**src/hw/rtl/utbd_pkg.sv**
```systemverilog
// Package for the unsigned-to-digits converter: widths, radix bounds,
// ASCII mapping and the sequencer state type. No dependencies.
`default_nettype none

package utbd_pkg;

	localparam int VALUE_BITS_DEF = 64;
	localparam int IN_VALUE_W     = 64;
	localparam int RADIX_W        = 6;
	localparam int CHAR_W         = 7;
	localparam int COUNT_W        = 7;
	localparam int CHUNK_W        = 8;
	localparam int S_DATA_W       = 72;
	localparam int M_DATA_W       = 16;

	localparam logic [RADIX_W-1:0] RADIX_MIN   = 6'd2;
	localparam logic [RADIX_W-1:0] RADIX_MAX   = 6'd36;
	localparam logic [RADIX_W-1:0] DEC_DIGITS  = 6'd10;
	localparam logic [CHAR_W-1:0]  CHAR_ZERO   = 7'd48;
	localparam logic [CHAR_W-1:0]  CHAR_A      = 7'd65;

	typedef enum logic [3:0] {
		ST_IDLE = 4'b0001,
		ST_DIV  = 4'b0010,
		ST_RD   = 4'b0100,
		ST_OUT  = 4'b1000
	} state_t;

	function automatic logic [CHAR_W-1:0] digit_to_char(input logic [RADIX_W-1:0] d);
		logic [CHAR_W-1:0] c;
		if (d < DEC_DIGITS) begin
			c = CHAR_ZERO + {1'b0, d};
		end else begin
			c = CHAR_A + {1'b0, d} - {1'b0, DEC_DIGITS};
		end
		return c;
	endfunction

endpackage

`default_nettype wire

```
**src/hw/rtl/utbd_div_step.sv**
```systemverilog
// Shared divide unit: combinationally divides an eight-bit chunk, extended by
// the running remainder, by the radix. Depends on utbd_pkg.
`default_nettype none

module utbd_div_step
	import utbd_pkg::*;
(
	input  wire logic [RADIX_W-1:0] rem_in,
	input  wire logic [CHUNK_W-1:0] chunk,
	input  wire logic [RADIX_W-1:0] radix,
	output logic      [CHUNK_W-1:0] quo,
	output logic      [RADIX_W-1:0] rem_out
);

	always_comb begin
		logic [RADIX_W-1:0] r;
		logic [RADIX_W:0]   t;
		r = rem_in;
		quo = '0;
		for (int i = CHUNK_W - 1; i >= 0; i--) begin
			t = {r, chunk[i]};
			if (t >= {1'b0, radix}) begin
				t = t - {1'b0, radix};
				quo[i] = 1'b1;
			end
			r = t[RADIX_W-1:0];
		end
		rem_out = r;
	end

endmodule

`default_nettype wire

```
**src/hw/rtl/utbd_digit_ram.sv**
```systemverilog
// Digit store: one write port and one registered read port, holding the
// ASCII digits of a conversion in the order they are found. Depends on utbd_pkg.
`default_nettype none

module utbd_digit_ram
	import utbd_pkg::*;
#(
	parameter int DEPTH  = VALUE_BITS_DEF,
	parameter int ADDR_W = $clog2(DEPTH)
) (
	input  wire logic              clk,
	input  wire logic              wr_en,
	input  wire logic [ADDR_W-1:0] wr_addr,
	input  wire logic [CHAR_W-1:0] wr_data,
	input  wire logic              rd_en,
	input  wire logic [ADDR_W-1:0] rd_addr,
	output logic      [CHAR_W-1:0] rd_data
);

	logic [CHAR_W-1:0] mem_q [DEPTH];

	always_ff @(posedge clk) begin
		if (wr_en) begin
			mem_q[wr_addr] <= wr_data;
		end
	end

	always_ff @(posedge clk) begin
		if (rd_en) begin
			rd_data <= mem_q[rd_addr];
		end
	end

endmodule

`default_nettype wire

```
**src/hw/rtl/unsigned_to_base_digits.sv**
```systemverilog
// Sequence: accept into idle, then each digit is found by passing every eight-bit
// chunk of the value through the shared divide unit, then each emitted digit goes
// through a memory read and an output state, which can stall on m_tready;
// one transaction is in work at a time, s_tready only when idle.
// Reset (arst_n low, asynchronous) returns the sequencer to idle with no
// output pending; the digit store needs no clearing.
// Top level of the converter; depends on utbd_pkg, utbd_div_step, utbd_digit_ram.
`default_nettype none

module unsigned_to_base_digits
	import utbd_pkg::*;
#(
	parameter int VALUE_BITS = VALUE_BITS_DEF
) (
	input  wire logic                clk,
	input  wire logic                arst_n,
	input  wire logic                s_tvalid,
	output logic                     s_tready,
	// Fields from bit 0: value[63:0], radix[69:64], zero pad.
	input  wire logic [S_DATA_W-1:0] s_tdata,
	output logic                     m_tvalid,
	input  wire logic                m_tready,
	// Fields from bit 0: digit_char[6:0], digit_count[13:7], zero pad.
	output logic      [M_DATA_W-1:0] m_tdata,
	output logic                     m_tlast
);

	localparam int CHUNKS = (VALUE_BITS + CHUNK_W - 1) / CHUNK_W;
	localparam int DIV_W  = CHUNKS * CHUNK_W;
	localparam int CNT_W  = (CHUNKS > 1) ? $clog2(CHUNKS) : 1;
	localparam int ADDR_W = $clog2(VALUE_BITS);

	state_t             state_q;
	logic [DIV_W-1:0]   val_q;
	logic [RADIX_W-1:0] radix_q;
	logic [RADIX_W-1:0] rem_q;
	logic               qnz_q;
	logic [CNT_W-1:0]   cnt_q;
	logic [COUNT_W-1:0] n_q;
	logic [ADDR_W-1:0]  idx_q;

	logic [CHUNK_W-1:0]       quo;
	logic [RADIX_W-1:0]       rem_next;
	logic [DIV_W+CHUNK_W-1:0] val_shift;
	logic [RADIX_W-1:0]       radix_in;
	logic                     last_chunk;
	logic                     more;
	logic [COUNT_W-1:0]       n_next;
	logic                     wr_en;
	logic [CHAR_W-1:0]        rd_data;
	logic                     s_fire;
	logic                     m_fire;

	utbd_div_step u_div (
		.rem_in  (rem_q),
		.chunk   (val_q[DIV_W-1 -: CHUNK_W]),
		.radix   (radix_q),
		.quo     (quo),
		.rem_out (rem_next)
	);

	utbd_digit_ram #(
		.DEPTH  (VALUE_BITS),
		.ADDR_W (ADDR_W)
	) u_ram (
		.clk     (clk),
		.wr_en   (wr_en),
		.wr_addr (n_q[ADDR_W-1:0]),
		.wr_data (digit_to_char(rem_next)),
		.rd_en   (state_q == ST_RD),
		.rd_addr (idx_q),
		.rd_data (rd_data)
	);

	always_comb begin
		logic [RADIX_W-1:0] r;
		r = s_tdata[IN_VALUE_W +: RADIX_W];
		if (r < RADIX_MIN) begin
			radix_in = RADIX_MIN;
		end else if (r > RADIX_MAX) begin
			radix_in = RADIX_MAX;
		end else begin
			radix_in = r;
		end
	end

	assign val_shift  = {val_q, quo};
	assign last_chunk = (cnt_q == CNT_W'(CHUNKS - 1));
	assign n_next     = n_q + COUNT_W'(1);
	assign more       = (qnz_q || (quo != '0)) && (n_next != COUNT_W'(VALUE_BITS));
	assign wr_en      = (state_q == ST_DIV) && last_chunk;

	assign s_tready = (state_q == ST_IDLE);
	assign m_tvalid = (state_q == ST_OUT);
	assign m_tdata  = {{(M_DATA_W - COUNT_W - CHAR_W){1'b0}}, n_q, rd_data};
	assign m_tlast  = (idx_q == '0);
	assign s_fire   = s_tvalid && s_tready;
	assign m_fire   = m_tvalid && m_tready;

	always_ff @(posedge clk or negedge arst_n) begin
		if (!arst_n) begin
			state_q <= ST_IDLE;
			cnt_q   <= '0;
			n_q     <= '0;
			idx_q   <= '0;
		end else begin
			unique case (state_q)
				ST_IDLE: begin
					if (s_fire) begin
						state_q <= ST_DIV;
						cnt_q   <= '0;
						n_q     <= '0;
					end
				end
				ST_DIV: begin
					if (last_chunk) begin
						cnt_q <= '0;
						n_q   <= n_next;
						if (!more) begin
							idx_q   <= n_q[ADDR_W-1:0];
							state_q <= ST_RD;
						end
					end else begin
						cnt_q <= cnt_q + CNT_W'(1);
					end
				end
				ST_RD: begin
					state_q <= ST_OUT;
				end
				ST_OUT: begin
					if (m_fire) begin
						if (m_tlast) begin
							state_q <= ST_IDLE;
						end else begin
							idx_q   <= idx_q - ADDR_W'(1);
							state_q <= ST_RD;
						end
					end
				end
				default: begin
					state_q <= ST_IDLE;
				end
			endcase
		end
	end

	always_ff @(posedge clk) begin
		if (s_fire) begin
			val_q   <= DIV_W'(s_tdata[VALUE_BITS-1:0]);
			radix_q <= radix_in;
			rem_q   <= '0;
			qnz_q   <= 1'b0;
		end else if (state_q == ST_DIV) begin
			val_q <= val_shift[DIV_W-1:0];
			if (last_chunk) begin
				rem_q <= '0;
				qnz_q <= 1'b0;
			end else begin
				rem_q <= rem_next;
				qnz_q <= qnz_q || (quo != '0);
			end
		end
	end

	a_accept_starts: assert property (@(posedge clk) disable iff (!arst_n)
		s_fire |=> (state_q == ST_DIV) && (n_q == '0))
		else $error("accepted transaction did not start a fresh division");

	a_count_range: assert property (@(posedge clk) disable iff (!arst_n)
		m_tvalid |-> (n_q != '0) && (n_q <= COUNT_W'(VALUE_BITS)))
		else $error("digit count out of range on output");

	a_next_digit_read: assert property (@(posedge clk) disable iff (!arst_n)
		m_fire && !m_tlast |=> !m_tvalid && (state_q == ST_RD))
		else $error("next digit not fetched after output transaction");

	a_last_to_idle: assert property (@(posedge clk) disable iff (!arst_n)
		m_fire && m_tlast |=> s_tready && !m_tvalid)
		else $error("block not idle after last digit");

	a_index_bound: assert property (@(posedge clk) disable iff (!arst_n)
		m_tvalid |-> ({1'b0, idx_q} < n_q))
		else $error("digit index beyond digit count");

endmodule

`default_nettype wire
```
**config.mk**
```make
export PLATFORM = sky130hd
export DESIGN_NAME = unsigned_to_base_digits
export DESIGN_NICKNAME = d
export VERILOG_FILES = /design/src/hw/rtl/utbd_pkg.sv /design/src/hw/rtl/utbd_div_step.sv /design/src/hw/rtl/utbd_digit_ram.sv /design/src/hw/rtl/unsigned_to_base_digits.sv
export SDC_FILE = /design/constraint.sdc
export NUM_CORES = 1
export LEC_CHECK = 0
export BUFFER_PORTS_ARGS = -buffer_cell sky130_fd_sc_hd__buf_2
export CAP_MARGIN = 20
export CELL_PAD_IN_SITES_DETAIL_PLACEMENT = 1
export CELL_PAD_IN_SITES_GLOBAL_PLACEMENT = 1
export CORE_MARGIN = 2
export CORE_UTILIZATION = 48
export DETAILED_ROUTE_END_ITERATION = 6
export PLACE_DENSITY = 0.82
export SYNTH_ARGS = -nofsm -noshare
export SYNTH_HDL_FRONTEND = slang
export SYNTH_HIERARCHICAL = 1
export SYNTH_SLANG_ARGS = --single-unit
export TNS_END_PERCENT = 100
```
**constraint.sdc**
```tcl
create_clock -name clk -period 19.7 [get_ports clk]
set_clock_uncertainty 0.2 [all_clocks]
set_input_delay 0.985 -clock clk [delete_from_list [all_inputs] [get_ports clk]]
set_output_delay 0.985 -clock clk [all_outputs]
set_load 0.02 [all_outputs]
```
=== Word level (Yosys, flattened, before mapping) ===
Memories as Yosys holds them, arrays and structs flattened. A register that Yosys moved wholly into a read port is not among the register bits.
Index checks and enable logic that the tools add are counted.

* Bits in registers: 97
* Bits in writable memories: 448
* Bits of input ports: 76
* Output and inout port bits: 19
* Word-level logic and storage cells: 102
* Memories: 1

{| class="wikitable"
|+ Memory list
! memory !! depth !! width !! read ports !! clocked after memory_dff !! wr ports !! line !! RTL
|-
| u_ram.mem_q || 64 || 7 || 1 || 1 || 1 || utbd_digit_ram.sv:20 || <nowiki>logic [CHAR_W-1:0] mem_q [DEPTH];</nowiki>
|}

* Add/subtract/negate cells: 14
* Order comparisons: 11
* Equal/unequal tests: 11
* Mux-type cells: 41
* Reductions and logical operators: 15

{| class="wikitable"
|+ Operators by type and width
! cell !! number
|-
| 64-bit two-way mux || 2
|-
| 6-bit two-way mux || 14
|-
| 7-bit by 6-bit greater-or-equal comparator with 1-bit output || 8
|-
| 6-bit subtractor || 8
|-
| 7-bit two-way mux || 3
|-
| 4-bit two-way mux || 4
|-
| 4-bit one-hot mux with 4 select lines || 1
|-
| 7-bit one-hot mux with 2 select lines || 1
|-
| 6-bit one-hot mux with 2 select lines || 1
|-
| 1-bit two-way mux || 11
|-
| 3-bit two-way mux || 3
|-
| 8-bit nonzero test || 1
|-
| 6-bit by 6-bit adder with 7-bit output, first input constant || 1
|-
| 7-bit by 1-bit adder with 7-bit output, second input constant || 1
|-
| 7-bit by 6-bit adder with 7-bit output, first input constant || 1
|-
| 7-bit != test, second input constant || 1
|-
| 7-bit by 4-bit subtractor with 7-bit output, second input constant || 1
|-
| 6-bit greater-than comparator, second input constant || 1
|-
| 6-bit logical NOT || 1
|-
| 6-bit by 2-bit less-than comparator with 1-bit output, second input constant || 1
|-
| 6-bit by 4-bit less-than comparator with 1-bit output, second input constant || 1
|-
| 2-bit != test, second input constant || 3
|-
| 3-bit one-hot mux with 2 select lines || 1
|-
| 2-bit nonzero test || 3
|-
| other kinds (15) || 19
|}

=== Longest topological paths before layout ===
Gate-level depths: netlist (run 1).

* Depth after elaboration: 22
* Mapped depth: 87
* Gate-level depth less buffers: 83

=== Modules after synthesis ===
The synthesis (run 1) kept the hierarchy.

{| class="wikitable"
|+ Modules (own cells, without submodules)
! module !! times used !! cells each !! area an instance (µm²) !! seq. area each (µm²)
|-
| utbd_digit_ram || 1 || 827 || 17,705.7 || 13,663.1
|-
| unsigned_to_base_digits || 1 || 325 || 4,579.4 || 2,743.9
|-
| utbd_div_step || 1 || 391 || 2,997.9 || 0.0
|}

=== Worst setup path before layout (run 1) ===
OpenSTA, ideal clock, no wires.

* Path type: register to register
* From: register radix_q[1]
* To: memory u_ram.mem_q[0][6] (data pin)
* Library setup time: 702 ps
* Arrival: 18,134 ps
* Data required time: 18,798 ps
* Path slack: 664 ps
* Cell stages (with the launch flop): 83
* Buffers on the path: 4
* Clock period less this slack: 19,036 ps
* Path through: edfxtp_1 -> inv_1 -> ha_1 -> a21o_1 -> a31oi_1 -> o21a_1 -> buf_6 -> inv_4 -> mux2_4 -> ha_1 -> inv_1 -> a211oi_1 -> a221o_1 -> nor2_1 -> inv_1 -> clkbuf_1 -> nor2_1 -> a21oi_1 -> (+47 left out) -> buf_2 -> a21oi_1 -> ha_1 -> a21o_1 -> a21o_1 -> a21oi_1 -> o21bai_1 -> o21bai_1 -> a21o_1 -> nor2_1 -> mux2_4 -> inv_4 -> mux2i_1 -> inv_1 -> ha_1 -> inv_1 -> a21oi_1 -> o21ai_0

* Longest elaborated chain between the ends: 19
* Elaborated cells on any way between the ends: 29
* Those cells by class: 11 x add/sub; 9 x order compare; 9 x mux

{| class="wikitable"
|+ Ends and longest elaborated chain
! what !! line !! RTL
|-
| start, declared || unsigned_to_base_digits.sv:35 || <nowiki>logic [RADIX_W-1:0] radix_q;</nowiki>
|-
| start signal, assigned || unsigned_to_base_digits.sv:150 || <nowiki>radix_q <= radix_in;</nowiki>
|-
| 6-bit subtractor / 7-bit by 6-bit greater-or-equal comparator with 1-bit output (equally long branches) || utbd_div_step.sv:23, utbd_div_step.sv:22 ||
|-
| 6-bit two-way mux || utbd_div_step.sv:22 || <nowiki>if (t >= {1'b0, radix}) begin</nowiki>
|-
| 6-bit subtractor / 7-bit by 6-bit greater-or-equal comparator with 1-bit output (equally long branches) || utbd_div_step.sv:23, utbd_div_step.sv:22 ||
|-
| 6-bit two-way mux || utbd_div_step.sv:22 ||
|-
| 6-bit subtractor / 7-bit by 6-bit greater-or-equal comparator with 1-bit output (equally long branches) || utbd_div_step.sv:23, utbd_div_step.sv:22 ||
|-
| 6-bit two-way mux || utbd_div_step.sv:22 ||
|-
| 6-bit subtractor / 7-bit by 6-bit greater-or-equal comparator with 1-bit output (equally long branches) || utbd_div_step.sv:23, utbd_div_step.sv:22 ||
|-
| 6-bit two-way mux || utbd_div_step.sv:22 ||
|-
| (+4 left out) || - ||
|-
| 6-bit subtractor / 7-bit by 6-bit greater-or-equal comparator with 1-bit output (equally long branches) || utbd_div_step.sv:23, utbd_div_step.sv:22 ||
|-
| 6-bit two-way mux || utbd_div_step.sv:22 ||
|-
| 7-bit by 6-bit greater-or-equal comparator with 1-bit output * || utbd_div_step.sv:22 ||
|-
| 6-bit two-way mux * || utbd_div_step.sv:22 ||
|-
| via rem_next[0] || unsigned_to_base_digits.sv:43 || <nowiki>logic [RADIX_W-1:0] rem_next;</nowiki>
|-
| 7-bit by 6-bit adder with 7-bit output || utbd_pkg.sv:34 || <nowiki>c = CHAR_A + {1'b0, d} - {1'b0, DEC_DIGITS};</nowiki>
|-
| 7-bit by 4-bit subtractor with 7-bit output || utbd_pkg.sv:34 ||
|-
| 7-bit two-way mux * || utbd_pkg.sv:31 || <nowiki>if (d < DEC_DIGITS) begin</nowiki>
|-
| end, declared || utbd_digit_ram.sv:20 ||
|}

Mark *: on every way through the listed nets, which the timed path passes. The rest lies on a longest branch.

=== Final worst setup path (run 1) ===
* From: register radix_q[2]
* To: memory u_ram.mem_q[50][4] (data pin)

* Elaborated cells on any way between the ends: 29
* Those cells by class: 11 x add/sub; 9 x order compare; 9 x mux

{| class="wikitable"
|+ RTL lines
! what !! line
|-
| 6-bit subtractor / 7-bit by 6-bit greater-or-equal comparator with 1-bit output (equally long branches) || utbd_div_step.sv:23, utbd_div_step.sv:22
|-
| 6-bit two-way mux || utbd_div_step.sv:22
|-
| 6-bit subtractor / 7-bit by 6-bit greater-or-equal comparator with 1-bit output (equally long branches) || utbd_div_step.sv:23, utbd_div_step.sv:22
|-
| 6-bit two-way mux || utbd_div_step.sv:22
|-
| 6-bit subtractor / 7-bit by 6-bit greater-or-equal comparator with 1-bit output (equally long branches) || utbd_div_step.sv:23, utbd_div_step.sv:22
|-
| 6-bit two-way mux || utbd_div_step.sv:22
|-
| 6-bit subtractor / 7-bit by 6-bit greater-or-equal comparator with 1-bit output (equally long branches) || utbd_div_step.sv:23, utbd_div_step.sv:22
|-
| 6-bit two-way mux || utbd_div_step.sv:22
|-
| (+3 left out) || -
|-
| 6-bit two-way mux || utbd_div_step.sv:22
|-
| 6-bit subtractor / 7-bit by 6-bit greater-or-equal comparator with 1-bit output (equally long branches) || utbd_div_step.sv:23, utbd_div_step.sv:22
|-
| 6-bit two-way mux || utbd_div_step.sv:22
|-
| 6-bit subtractor / 7-bit by 6-bit greater-or-equal comparator with 1-bit output (equally long branches) || utbd_div_step.sv:23, utbd_div_step.sv:22
|-
| 6-bit two-way mux * || utbd_div_step.sv:22
|-
| via rem_next[5] || unsigned_to_base_digits.sv:43
|-
| 6-bit by 4-bit less-than comparator with 1-bit output * || utbd_pkg.sv:31
|-
| 7-bit two-way mux * || utbd_pkg.sv:31
|}

Marks and branches as above.

==> run_results.csv, run 1 <==
group,metric,value,unit
detailed_routing,drt_wl_total,66.37,mm
worst_setup_path,cp_max_fo,36,
synth,synth-simple-area-share,6.221,%
synth,ys_async_sr_fraction,3.623,%
global_routing,grt_pass1_wl,99.13,mm
finish,final_cell_mix,"525 x edfxtp_1, 112 x mux4_2, 108 x nor2_1",
worst_setup_path,cp-start-kind,"register",
worst_setup_path,cp_slowest_cell,"o22a_2",
synth,synth_mux_area_share,14.72,%
detailed_routing,route.detailed.drc,0,
clock_network,cts_tree,"built",
finish,nets,1809,
worst_setup_path,slowest_delay,400,ps
synth,yosys_warnings,6,
worst_setup_path,critPathKind,"register to register",
detailed_routing,met3WireLength,5.793,mm
sta,tns,0,ps
floorplanning,chipWidth,233.5,um
floorplanning,io_pins,95,
worst_setup_path,crit_top_cell,"ha_1",
detailed_routing,routed-wl-met2,32.89,mm
detailed_routing,ant_nets,0,
sta,fmax,0.05505,GHz
hold_path,hold_class,"primary input to async pin",
synth,synth_compound_area_share,7.097,%
finish,register_area,16420,sq um
finish,diodes,0,
detailed_routing,highest_layer,"met5",
synth,synthFlopType,"edfxtp_1",
detailed_routing,wl_met1,25.52,mm
sta,final_max_slew_viol_count,0,
global_routing,grt-ovfl-total,0,
detailed_routing,dr.first_iter.drc_count,1252,
flow_run,max-cap-violations,0,
placed_design,dpl.hpwl,42.94,mm
clock_network,clk-insertion-delay-late,600,ps
synth,seq_area_frac_synth,64.89,%
floorplanning,initial_utilization,48.31,%
finish,syn_to_final_growth,12.76,%
detailed_routing,drt_pass1_iterations,6,
synth,synth_top_family_by_area,"multiplexers",
worst_setup_path,crit_arrival,18380,ps
global_routing,grt_use_total,24.46,%
synth,synthCells,1543,
floorplanning,core,52340,sq um
placed_design,gp_congestion,0.8813,
detailed_routing,vias,14980,
finish,instances_no_fill,2402,
sta,post-route-period-util,92.21,%
placed_design,dpl.cell_count,2298,
finish,multiInputGateArea,8382,sq um
floorplanning,rows,84,
global_routing,antenna_found_initial,1,
finish,layout_commonest_cell,"edfxtp_1",
clock_network,htree_levels,2,
clock_network,root_buffer,"clkbuf_16",
worst_setup_path,reg2reg_depth,82,
outcome,outcome,"finished clean",
global_routing,grt_pass1_vias,15850,
floorplanning,die_h,233.5,um
synth,synth_cell_types,98,
global_routing,grt_max_degree,78,
clock_network,numCtsBuffers,53,
finish,drive_gt1_share,27.36,%
detailed_routing,avgRoutedWirePerCell,27.63,um
clock_network,clkSlewWorstSetupHoldPaths,70,ps
sta,finalCriticalPeriod,18160,ps
placed_design,io_buffers,90,
synth,synth_fa_ha_area_share,3.444,%
sta,worst_pin_slew,1159,ps
synth,ys_ff_latch,552,
clock_network,cts_buffer_depth,3,
clock_network,clkSinkCount,552,
sta,setup_viol,0,
synth,synth-edff-count,525,
worst_setup_path,end_kind,"register",
sta,relSlewSlack,22.70,%
synth,synth_area_per_cell,16.39,sq um
worst_setup_path,worstPathRequired,19910,ps
synth,synth_xor_area_share,1.178,%
floorplanning,die_area,54520,sq um
finish,fillers,4916,
detailed_routing,via_per_inst,6.236,
synth,synth.cell_area,25280,sq um
clock_network,holdBufCountCts,0,
sta,holdWs,133.3,ps
sta,finalHoldViolCount,0,
[metrics by stage]
stage | util (%) | cell area (sq um) | setup slack [ps]
after floorplan | - | 25290 | 664.3
after global placement | 51.05 | 26720 | 1155
after detailed placement | 51.05 | 26720 | 580.5
after CTS | 54.35 | 28440 | 459.4
after global routing | 54.47 | 28510 | -22.06
final | 54.47 | 28510 | 1535
[cell type report]
type	instances	area share, %
tap	688	3.019
inverter	60	0.8646
sequential	552	57.58
multi-input combinational	869	29.40
clock inverter	42	1.330
clock buffer	58	4.718
timing repair buffer	133	3.090
[worst paths after layout]
kind	startpoint	endpoint	slack (ps)
worst max-delay path	radix_q[2]	u_ram/mem_q[50][4]	1540
worst min-delay path	arst_n	state_q[3]	130
worst max register to register	radix_q[2]	u_ram/mem_q[50][4]	1540
worst min register to register	qnz_q	qnz_q	310
max in group asynchronous	arst_n	idx_q[1]	18770
min in group clk	qnz_q	qnz_q	310
[flip-flops by register name (all words and copies together) (netlist names)]
name,count
qnz_q,1
rem_q,6
state_q,4
n_q,7
u_ram/rd_data,7
u_ram/mem_q,448
radix_q,6
idx_q,6
cnt_q,3
val_q,64
[worst max-delay path: cells and delay by family, from the launching register on]
family | cells | cell delay (ps)
AO/OA/AOI/OAI | 43 | 9270
adder cells (fa/ha/maj) | 9 | 2620
AND/OR/NAND/NOR | 16 | 2510
multiplexers | 4 | 1380
buffers and inverters | 9 | 1220
flip-flops | 1 | 380
XOR/XNOR | 1 | 320
[cells by family after synthesis]
family | after synthesis
flip-flops | 552
AND/OR/NAND/NOR | 303
AO/OA/AOI/OAI | 244
multiplexers | 221
buffers and inverters | 123
adder cells (fa/ha/maj) | 65
XOR/XNOR | 34
other | 1
[cell usage after synthesis, types with 5 or more instances]
master,count,share of area (%)
a211oi_1,8,0.24
a21o_1,18,0.53
a21oi_1,43,0.85
a22o_1,13,0.45
a22oi_1,8,0.24
and3_1,8,0.20
buf_2,24,0.48
buf_4,7,0.21
buf_6,9,0.40
clkbuf_1,22,0.33
dfrtp_1,19,1.9
dfxtp_1,7,0.55
edfxtp_1,525,62
fa_1,8,0.63
ha_1,56,2.8
inv_1,55,0.82
mux2_2,75,3.3
mux2i_1,31,1.2
mux4_2,112,10
nand2_1,47,0.70
nand2b_1,18,0.45
nand3_1,23,0.46
nand3b_1,13,0.39
nand4_1,9,0.22
nor2_1,109,1.6
nor2b_1,14,0.35
nor3_1,16,0.32
nor3b_1,5,0.15
o211ai_1,8,0.24
o21a_1,5,0.15
o21ai_0,36,0.71
o21ai_1,8,0.16
o221ai_1,12,0.42
o22ai_1,16,0.40
o31ai_1,13,0.39
or3_1,7,0.17
xnor2_1,26,0.90
xor2_1,8,0.28
[what timing repair did]
item                       4_1_cts  5_1_grt
setup endpoints to repair        0      456
setup buffers                    0        2
gates resized for setup          0       11
[layer usage]
metal / track usage (%) / up-vias
li1: - / 6401
met1: 31.11 / 7685
met2: 41.05 / 729
met3: 5.859 / 163
met4: 8.683 / 2
met5: 0 / -
Power of run 1 is left out: the tool's default activity adds up to more than one toggle a clock period on the data nets, which glitch-free logic cannot reach.
==> run 2: changes to the inputs <==
ABC_AREA = 1   (was not set)
CORE_UTILIZATION = 45   (was 48)
PLACE_DENSITY = 0.83   (was 0.82)
==> run 2 against run 1 <==
Effect of this change:
- global-route usage increased by 0.33 points
- via count rose by 29%
- maximum frequency grew 1.9%
- clock-buffer cell count grew 8
==> run_results.csv, run 2 <==
group,metric,value,unit
finish,nets,2756,
floorplanning,die_area,60050,sq um
synth,synth_compound_area_share,2.493,%
finish,drive_gt1_share,10.08,%
worst_setup_path,worstPathRequired,19850,ps
detailed_routing,ant_nets,0,
sta,relSlewSlack,25.18,%
placed_design,dpl.hpwl,46.35,mm
sta,holdWs,127.7,ps
synth,synth-edff-count,525,
floorplanning,initial_utilization,45.41,%
worst_setup_path,cp_max_fo,36,
synth,synth_fa_ha_area_share,3.292,%
global_routing,grt-ovfl-total,0,
finish,layout_commonest_cell,"nand2_1",
worst_setup_path,crit_family,"compound AO/OA/AOI/OAI gates",
synth,synthCells,2558,
clock_network,numCtsBuffers,55,
sta,post-route-period-util,90.49,%
hold_path,hold_class,"primary input to async pin",
clock_network,post_cts_buffers,0,
worst_setup_path,crit_top_cell,"nand2_1",
floorplanning,io_pins,95,
placed_design,io_buffers,90,
synth,synthFlopType,"edfxtp_1",
clock_network,clkSlewWorstSetupHoldPaths,70,ps
flow_run,max-cap-violations,0,
outcome,outcome,"finished clean",
sta,fmax,0.05610,GHz
global_routing,grt_use_total,24.80,%
worst_setup_path,slowest_delay,770,ps
synth,synth_top_area_share,60.29,%
detailed_routing,drt_wl_total,74.50,mm
clock_network,cts_buffer_depth,3,
clock_network,post_cts_resize_count,0,
detailed_routing,dr.first_iter.drc_count,1563,
finish,reg_top3,"u_ram/mem_q: 448 flops, val_q: 64 flops",
floorplanning,rows,88,
sta,final_max_slew_viol_count,0,
sta,finalCriticalPeriod,17830,ps
detailed_routing,vias,19250,
sta,finalHoldViolCount,0,
clock_network,holdBufCountCts,0,
synth,synth_area_per_cell,10.22,sq um
finish,largest_reg_flops,448,
synth,synth-simple-area-share,25.80,%
sta,setup_viol,0,
global_routing,grt_max_degree,129,
synth,synth_top_family_by_area,"simple AND/OR/NAND/NOR gates",
synth,ys_ff_latch,552,
worst_setup_path,cp-start-kind,"register",
detailed_routing,avgRoutedWirePerCell,21.74,um
finish,top_register,"u_ram/mem_q",
clock_network,root_buffer,"clkbuf_16",
sta,rsz0062_at_grt,"no",
synth,ys_top_cells_by_area,"edfxtp_1 60%, nand2_1 13%, nand3_1 8.3%",
clock_network,clk-insertion-delay-late,600,ps
floorplanning,chipWidth,245.1,um
worst_setup_path,crit_arrival,17980,ps
sta,worst_pin_slew,1122,ps
synth,yosysTopAreaCell,"edfxtp_1",
synth,ys_async_sr_fraction,3.623,%
worst_setup_path,end_kind,"register",
detailed_routing,via_per_inst,5.618,
global_routing,antenna_found_initial,6,
clock_network,cts_tree,"built",
clock_network,clkSinkCount,552,
global_routing,grt_pass1_wl,115.2,mm
synth,yosys_warnings,6,
detailed_routing,route.detailed.drc,0,
placed_design,gp_congestion,0.8632,
sta,tns,0,ps
worst_setup_path,critPathKind,"register to register",
floorplanning,core,57590,sq um
synth,yosysMostFrequentCell,"nand2_1",
worst_setup_path,crit_buf_inv,10,
worst_setup_path,cp_slowest_cell,"o21ai_1",
clock_network,htree_levels,2,
synth,synth_xor_area_share,1.172,%
synth,synth.cell_area,26150,sq um
floorplanning,die_h,245.1,um
finish,final_cell_mix,"927 x nand2_1, 525 x edfxtp_1, 434 x nand3_1",
synth,seq_area_frac_synth,62.74,%
synth,synth_mux_area_share,0,%
detailed_routing,drt_pass1_iterations,5,
global_routing,grt_pass1_vias,20600,
synth,synth_cell_types,52,
synth,synthTopCellsByCount,"928 x nand2_1, 525 x edfxtp_1, 434 x nand3_1",
finish,syn_to_final_growth,10.93,%
finish,fillers,6345,
[run 2: stage by stage]
step	util, %	worst slack [ps]	std cells	area [sq um]
after global routing	50.36	67.08	3425	29000
after detailed placement	47.30	1995	3323	27240
final	50.37	1874	3427	29010
after floorplan	-	3864	2559	26150
after CTS	50.31	1924	3423	28970
after global placement	47.30	2964	3323	27240
[run 2: cell type report]
cell class / count / area (sq um) / share of cell area [%]
flip-flops and latches: 552 / 16420 / 56.59
multi-input cells: 1752 / 8683 / 29.94
clock buffers: 66 / 1439 / 4.961
well taps: 765 / 957.2 / 3.300
repair buffers: 118 / 680.7 / 2.347
inverters: 137 / 528.0 / 1.820
clock inverters: 34 / 295.3 / 1.018
diodes: 3 / 7.507 / 0.02588
[run 2: final timing paths]
path | startpoint | end | slack (ps) | cells past startpoint
worst max-delay path | radix_q[1] | u_ram/mem_q[4][6] | 1870 | 84
worst min-delay path | arst_n | n_q[1] | 130 | 1
worst max register to register | radix_q[1] | u_ram/mem_q[4][6] | 1870 | 84
worst min register to register | cnt_q[1] | cnt_q[1] | 310 | 1
max in group asynchronous | arst_n | idx_q[1] | 18800 | 1
min in group clk | cnt_q[1] | cnt_q[1] | 310 | 1
[run 2: worst register-to-register path: cells and delay by family (launching register included)]
kind / cells / cell delay [ps]
compound gates: 31 / 7630
simple gates: 34 / 4340
fa+ha+maj: 9 / 2860
buf+inv: 10 / 1890
flops: 1 / 660
[run 2: routing by layer]
metal | track usage, % | up-vias | part of all wire (%)
met2 | 43.77 | 652 | 50
li1 | - | 8875 | -
met5 | 0 | - | 0.062
met3 | 4.045 | 168 | 6.3
met4 | 9.433 | 8 | 3.4
met1 | 30.42 | 9549 | 40
[run 2: cells by family after synthesis]
family | Yosys count
buffers and inverters | 255
AND/OR/NAND/NOR | 1540
adder cells (fa/ha/maj) | 64
AO/OA/AOI/OAI | 111
other | 1
XOR/XNOR | 35
flip-flops | 552
Power of run 2 is left out for the same reason.
